File: src/rtl/crr_pkg.sv
// shared types and constants of the combination rank/unrank block
package crr_pkg;

  localparam int BW    = 63;  // binomial and rank width
  localparam int NROWS = 65;  // pascal rows 0..64
  localparam int PAW   = 7;   // pascal row address width

  typedef enum logic [1:0] {
    FN_LOAD   = 2'd0,
    FN_RANK   = 2'd1,
    FN_UNRANK = 2'd2,
    FN_NONE   = 2'd3
  } func_t;

  localparam logic [1:0] ST_OK    = 2'd0;
  localparam logic [1:0] ST_LEN   = 2'd1;
  localparam logic [1:0] ST_RANGE = 2'd2;

  localparam logic REG_DECK = 1'b0;
  localparam logic REG_HAND = 1'b1;

  typedef struct packed {
    logic init_step;
    logic load_wr;
    logic unrank_start;
    logic ins;
    logic rank_clear;
    logic sum_start;
    logic sum_sel;
    logic sum_acc;
    logic chk_err;
    logic out_err1;
    logic ucmp;
    logic emit_ld;
    logic out_pop;
  } cmd_t;

  typedef struct packed {
    logic init_done;
    logic last_card;
    logic hand_ok;
    logic sum_done;
    logic rank_bad;
    logic ucmp_dec;
    logic i_one;
    logic out_last;
  } sts_t;

endpackage

File: src/rtl/crr_ctrl.sv
// controller state machine for rank, unrank and table init
module crr_ctrl import crr_pkg::*; (
  input  logic       clk,
  input  logic       rst,
  input  logic       in_valid,
  input  logic [1:0] in_func,
  input  logic       out_ready,
  input  sts_t       sts,
  output logic       in_ready,
  output logic       out_valid,
  output cmd_t       cmd
);
  typedef enum logic [11:0] {
    S_INIT  = 12'b000000000001,
    S_IDLE  = 12'b000000000010,
    S_RINS  = 12'b000000000100,
    S_SRD   = 12'b000000001000,
    S_SACC  = 12'b000000010000,
    S_UCRD  = 12'b000000100000,
    S_UCHK  = 12'b000001000000,
    S_URD   = 12'b000010000000,
    S_UCMP  = 12'b000100000000,
    S_ERD   = 12'b001000000000,
    S_ELD   = 12'b010000000000,
    S_OUT   = 12'b100000000000
  } state_t;

  state_t state, state_next;

  assign in_ready  = (state == S_IDLE);
  assign out_valid = (state == S_OUT);

  always_comb begin
    state_next = state;
    cmd = '0;
    case (state)
      S_INIT: begin
        cmd.init_step = 1'b1;
        if (sts.init_done) state_next = S_IDLE;
      end
      S_IDLE: begin
        if (in_valid) begin
          case (in_func)
            FN_LOAD: cmd.load_wr = 1'b1;
            FN_RANK: state_next = S_RINS;
            FN_UNRANK: begin
              cmd.unrank_start = 1'b1;
              state_next = S_UCRD;
            end
            default: state_next = S_IDLE;
          endcase
        end
      end
      S_RINS: begin
        cmd.ins = 1'b1;
        if (!sts.last_card) begin
          state_next = S_IDLE;
        end else if (!sts.hand_ok) begin
          cmd.out_err1 = 1'b1;
          cmd.rank_clear = 1'b1;
          state_next = S_OUT;
        end else begin
          cmd.sum_start = 1'b1;
          state_next = S_SRD;
        end
      end
      S_SRD: begin
        cmd.sum_sel = 1'b1;
        state_next = S_SACC;
      end
      S_SACC: begin
        cmd.sum_acc = 1'b1;
        if (sts.sum_done) begin
          cmd.rank_clear = 1'b1;
          state_next = S_OUT;
        end else begin
          state_next = S_SRD;
        end
      end
      S_UCRD: state_next = S_UCHK;
      S_UCHK: begin
        if (sts.rank_bad) begin
          cmd.chk_err = 1'b1;
          state_next = S_OUT;
        end else begin
          state_next = S_URD;
        end
      end
      S_URD: state_next = S_UCMP;
      S_UCMP: begin
        cmd.ucmp = 1'b1;
        if (!sts.ucmp_dec && sts.i_one) state_next = S_ERD;
        else state_next = S_URD;
      end
      S_ERD: state_next = S_ELD;
      S_ELD: begin
        cmd.emit_ld = 1'b1;
        state_next = S_OUT;
      end
      S_OUT: begin
        if (out_ready) begin
          if (sts.out_last) begin
            state_next = S_IDLE;
          end else begin
            cmd.out_pop = 1'b1;
            state_next = S_ERD;
          end
        end
      end
      default: state_next = S_INIT;
    endcase
  end

  always_ff @(posedge clk) begin
    if (rst) begin
      state <= S_INIT;
    end else begin
      state <= state_next;
    end
  end
endmodule

File: config.mk
export PLATFORM = sky130hd
export DESIGN_NAME = crr_ctrl
export DESIGN_NICKNAME = d
export VERILOG_FILES = /design/src/rtl/crr_pkg.sv /design/src/rtl/crr_ctrl.sv
export SDC_FILE = /design/constraint.sdc
export NUM_CORES = 1
export LEC_CHECK = 0
export ABC_AREA = 1
export BUFFER_PORTS_ARGS = -buffer_cell sky130_fd_sc_hd__buf_2
export CORE_UTILIZATION = 44
export CTS_BUF_LIST = sky130_fd_sc_hd__clkbuf_16
export CTS_CLUSTER_SIZE = 30
export DETAILED_ROUTE_END_ITERATION = 8
export PLACE_DENSITY = 0.67
export SLEW_MARGIN = 40
export SYNTH_ARGS = -nofsm -noshare
export SYNTH_HDL_FRONTEND = slang
export SYNTH_SLANG_ARGS = --single-unit
File: constraint.sdc
create_clock -name clk -period 2 [get_ports clk]
set_input_delay 0.4 -clock clk [delete_from_list [all_inputs] [get_ports clk]]
set_output_delay 0.4 -clock clk [all_outputs]
set_load 0.02 [all_outputs]
==> flow_metrics.env, run 1 <==
export IMPL_status="completed"
export IMPL_num_vias=1004
export IMPL_first_global_vias=917
export IMPL_dp_hpwl_um=1850
export IMPL_ys_ff_latch=12
export IMPL_avgViaCountPerCell=4.78
export IMPL_slew_viol_final=0
export IMPL_nFillCells=211
export IMPL_htreeDepth=1
export IMPL_avgSynthCellArea_um2=6.60
export IMPL_synth_most_common_cell="inv_1"
export IMPL_cp_arrival_ns=1.49
export IMPL_cts_buffers=3
export IMPL_fin_cells=210
export IMPL_synthCells=151
export IMPL_die_area_um2=2460
export IMPL_critPathRequiredTime_ns=1.60
export IMPL_start_util_pct=48.8
export IMPL_finalNetCount=202
export IMPL_max_cap_violations=0
export IMPL_grt_pass1_wl_um=3890
export IMPL_drc=0
export IMPL_clock_latency_ns=0.24
export IMPL_critPathMaxFanout=9
export IMPL_synth_top_cell_area_share_pct=24.1
export IMPL_cts_tree="yes"
export IMPL_antenna_found_initial=0
export IMPL_antennaDiodeCount=0
export IMPL_slew_headroom_pct=79.9
export IMPL_setup_viol=0
export IMPL_wl_um=2310
export IMPL_coreArea_um2=2040
export IMPL_synth_area_leader_cell="dfxtp_1"
export IMPL_globalRouteOverflowTotal=0
export IMPL_dp_cells=205
export IMPL_layout_drive_gt1_share_pct=33.3
export IMPL_timing_final_crit_share_pct=94.5
export IMPL_synth_edf_count=0
export IMPL_start_kind="register"
export IMPL_io_buffers=28
export IMPL_place_gp_congestion=0.838
export IMPL_p_per_area_nw_per_um2=762
export IMPL_max_freq_mhz=529
export IMPL_wl_per_cell_um=11.0
export IMPL_die_w_um=49.6
export IMPL_biggestRegsByFlops="state x12"
export IMPL_largest_reg_flops=12
export IMPL_path_class="reg2out"
export IMPL_hold_viol_final=0
export IMPL_p_leak_nw=0.757
export IMPL_cts_root_buf="clkbuf_16"
export IMPL_area_delta_synth_final_pct=26.4
export IMPL_groute_usage_overall_pct=20.9
export IMPL_synth_ff_type="dfxtp_1"
export IMPL_yosysWarnings=0
export IMPL_holdWs_ns=0.367
export IMPL_cp_end_kind="primary output"
export IMPL_cts_sinks=12
export IMPL_fin_area_um2=1260
export IMPL_top_register="state"
export IMPL_num_rows=16
export IMPL_fin_tns_setup_ns=0
export IMPL_synth_area_um2=996
export IMPL_layout_min_cycle_time_ns=1.89
export IMPL_peakVddDrop_mv=0.575
export IMPL_cts_buffer_depth=2
export IMPL_drtPass1Iterations=4
export IMPL_syn_num_nets=168
export IMPL_p_total_uw=959
export IMPL_place_area_um2=1160
export IMPL_die_h_um=49.6
export IMPL_tightest_slew_ns=0.300
export IMPL_grt_max_degree=10
export IMPL_yosysSeqAreaShare_pct=24.1
export IMPL_drt_iter0_markers=14
export IMPL_synth_async_reset_ratio_pct=0
export IMPL_ys_top_cells_by_count="35 x inv_1, 26 x nand2_1, 15 x nor2_1, 12 x dfxtp_1, 10 x nand3_1"
export IMPL_rsz0062_at_grt="yes"
export IMPL_hold_path_class="in2reg"
export IMPL_yosysUniqueCellTypes=26
export IMPL_synth_area_leaders="dfxtp_1 24%, inv_1 13%, nand2_1 9.8%"
export IMPL_antenna_left=0
export IMPL_finClkSkew_ns=0.00393
export IMPL_ioPinCount=29
export IMPL_path_clk_slew_ns=0.04
==> worst max-delay path, stage by stage (launching register included) <==
cell and delay (ns):
dfxtp_1 0.33, nor2_2 0.16, nand2_4 0.11, nor2_8 0.18, and2_4 0.19, nand2_1 0.05, nor2_1 0.07, buf_2 0.16
==> per-stage QoR <==
step                setup WS, ns  util (%)
floorplan                  0.198         -
global placement           0.392      56.7
detailed placement         0.350      56.7
CTS                       0.0879      60.4
global route            -0.00142      61.6
finish                     0.110      61.6
==> path summary, 6_finish.rpt <==
check	start	to	slack, ns	depth (start not counted)
setup / recovery	state[4]	cmd[10]	0.11	7
hold / removal	rst	state[2]	0.37	2
setup reg to reg	state[2]	state[9]	0.54	8
hold reg to reg	state[9]	state[10]	0.57	2
==> final cells by class <==
| class | instances | area [um^2] | share of cell area, % |
|---|---|---|---|
| clock buffers | 3 | 75.1 | 5.96 |
| inverters | 38 | 143 | 11.3 |
| flip-flops and latches | 12 | 240 | 19.1 |
| well taps | 27 | 33.8 | 2.68 |
| repair buffers | 30 | 155 | 12.3 |
| multi-input cells | 100 | 612 | 48.6 |
==> repair_timing <==
| action | CTS | global route |
|---|---|---|
| resized for setup | 0 | 2 |
| buffers inserted | 0 | 2 |
| hold buffers | 0 | 0 |
| setup endpoints to repair | 0 | 3 |
==> layer usage <==
layer / up-vias / GRT usage, % / share of wire, %
li1: 530 / - / -
met1: 441 / 24.9 / 46
met2: 27 / 36.5 / 49
met3: 6 / 4.94 / 3.2
met4: 0 / 6.67 / 2.0
met5: - / 0 / 0
==> layout by cell type, fill, tap and decap left out <==
cell,synthesis,layout
clkinv_1,1,1
and3_1,2,2
nand2_4,3,3
and2_4,1,1
nand3_1,10,10
inv_1,35,35
nor2_4,5,6
dfxtp_1,12,12
nor3_4,1,1
nand3b_1,1,1
buf_2,0,28
buf_4,0,2
nand2_2,5,5
clkbuf_16,0,3
o21ai_1,2,2
ha_1,3,3
nor2_1,15,15
inv_2,2,2
nor3_2,2,3
a21oi_1,1,1
nand4_1,6,6
o21ai_0,2,2
nor3_1,6,5
nor2_2,4,3
o22ai_1,1,1
nand3_2,3,3
nor2_8,1,1
nand2_1,26,26
==> logic make-up (layout without fill, tap and decap cells) <==
family	after synthesis	in the layout	share of synthesized area, %
and+or+nand+nor	91	91	53.5
buffers and inverters	39	71	15.5
DFF	12	12	24.1
adders and majority gates	3	3	3.77
AOI/OAI and AO/OA	6	6	3.14
==> power breakdown <==
part           switching (mW)  internal, mW  leakage, nW
Clock                   0.101         0.260       0.0370
Sequential             0.0188         0.256       0.0972
Combinational           0.197         0.125        0.623
Power figures use the tool's default switching activity.
==> inputs of run 2 (changes only) <==
Settings changed: REMOVE_ABC_BUFFERS from default to 1.
==> flow_metrics.env, run 2 (synthesized netlist as in run 1, its figures left out) <==
export IMPL_status="completed"
export IMPL_antenna_found_initial=0
export IMPL_num_rows=16
export IMPL_largest_reg_flops=12
export IMPL_antennaDiodeCount=0
export IMPL_place_gp_congestion=0.786
export IMPL_groute_usage_overall_pct=20.9
export IMPL_die_w_um=49.6
export IMPL_hold_path_class="in2reg"
export IMPL_wl_um=2230
export IMPL_rsz0062_at_grt="no"
export IMPL_p_per_area_nw_per_um2=763
export IMPL_cts_buffer_depth=2
export IMPL_final_common_cell="inv_1"
export IMPL_layout_drive_gt1_share_pct=32.0
export IMPL_cts_hold_buf=0
export IMPL_dp_hpwl_um=1770
export IMPL_seq_area_um2=240
export IMPL_grt_pass1_wl_um=3910
export IMPL_path_clk_slew_ns=0.04
export IMPL_cts_setup_buffers=0
export IMPL_cts_buffers=3
export IMPL_finClkSkew_ns=0.00257
export IMPL_top_register="state"
export IMPL_biggestRegsByFlops="state x12"
export IMPL_path_class="reg2out"
export IMPL_timing_final_crit_share_pct=95.1
export IMPL_ioPinCount=29
export IMPL_peakVddDrop_mv=0.652
export IMPL_finalNetCount=200
export IMPL_layout_min_cycle_time_ns=1.90
export IMPL_max_cap_violations=0
export IMPL_cts_sinks=12
export IMPL_start_kind="register"
export IMPL_coreArea_um2=2040
export IMPL_cp_end_kind="primary output"
export IMPL_globalRouteOverflowTotal=0
export IMPL_num_vias=990
export IMPL_clock_latency_ns=0.24
export IMPL_first_global_vias=920
export IMPL_antenna_left=0
export IMPL_nFillCells=207
export IMPL_critPathMaxFanout=9
export IMPL_die_area_um2=2460
export IMPL_grt_max_degree=10
export IMPL_drtPass1Iterations=6
export IMPL_slew_viol_final=0
export IMPL_cts_root_buf="clkbuf_16"
export IMPL_final_cell_mix="35 x inv_1, 28 x buf_2, 26 x nand2_1, 15 x nor2_1, 12 x dfxtp_1"
export IMPL_dp_cells=205
export IMPL_start_util_pct=48.8
export IMPL_hold_viol_final=0
export IMPL_drt_iter0_markers=17
export IMPL_post_cts_resized=0
export IMPL_drc=0
export IMPL_avgViaCountPerCell=4.76
export IMPL_wl_per_cell_um=10.7
export IMPL_p_leak_nw=0.745
export IMPL_multiInputGateArea_um2=602
export IMPL_critPathRequiredTime_ns=1.60
export IMPL_die_h_um=49.6
export IMPL_setup_viol=0
export IMPL_tightest_slew_ns=0.305
export IMPL_slew_headroom_pct=79.5
export IMPL_area_delta_synth_final_pct=23.9
export IMPL_max_freq_mhz=526
export IMPL_fin_tns_setup_ns=0
export IMPL_cts_tree="yes"
export IMPL_worstHoldPathCells=2
export IMPL_cp_arrival_ns=1.50
export IMPL_fin_cells=208
export IMPL_htreeDepth=1
export IMPL_io_buffers=28
export IMPL_rr_worst_depth=7
## run 2: cell types whose count changed in the layout (fill, tap and decap cells not counted)
cell    previous run  this run
buf_4              2         0
nor2_2             3         4
nor2_4             6         5
nor3_1             5         6
nor3_2             3         2
## run 2: power by group
part	internal (mW)	switching (mW)	total [mW]
sequential	0.256	0.0197	0.276
combinational	0.108	0.192	0.300
clock	0.261	0.105	0.366
total	0.625	0.317	0.942
## run 2: worst paths after layout
path                                start        end  slack [ns]
worst max register to register   state[6]   state[9]        0.63
worst max-delay path            state[11]    cmd[10]         0.1
worst min register to register   state[9]  state[10]        0.59
worst min-delay path                  rst  state[11]        0.37
## run 2: final cells by class
class	count	share of cell area, %
multi-input cells	100	48.8
flip-flops and latches	12	19.5
inverters	38	11.6
repair buffers	28	11.4
clock buffers	3	6.09
well taps	27	2.74
## run 2: stage by stage
step                      power, mW  area [um^2]  utilization, %  setup slack, ns  hold slack, ns
final                         0.942         1230            60.4           0.0978           0.372
after floorplan               0.507          985               -            0.198           0.469
after detailed placement      0.582         1160            56.7            0.364           0.552
after global placement        0.579         1160            56.7            0.385           0.552
after CTS                     0.948         1230            60.4           0.0929           0.368
after global routing          0.996         1230            60.4          0.00758           0.380
## run 2: layer usage
layer | vias up | track usage (%) | wire (um)
li1 | 532 | - | -
met1 | 430 | 25.2 | 1070
met2 | 26 | 36.3 | 1070
met3 | 2 | 3.40 | 66
met4 | 0 | 8.57 | 23
met5 | - | 0 | 0
## run 2: worst max-delay path, cell delays in order (launching register included)
cell and delay [ns]:
dfxtp_1 0.33, nor2_2 0.16, nand2_4 0.12, nor2_8 0.17, and2_4 0.20, nand2_1 0.05
nor2_1 0.07, buf_2 0.16
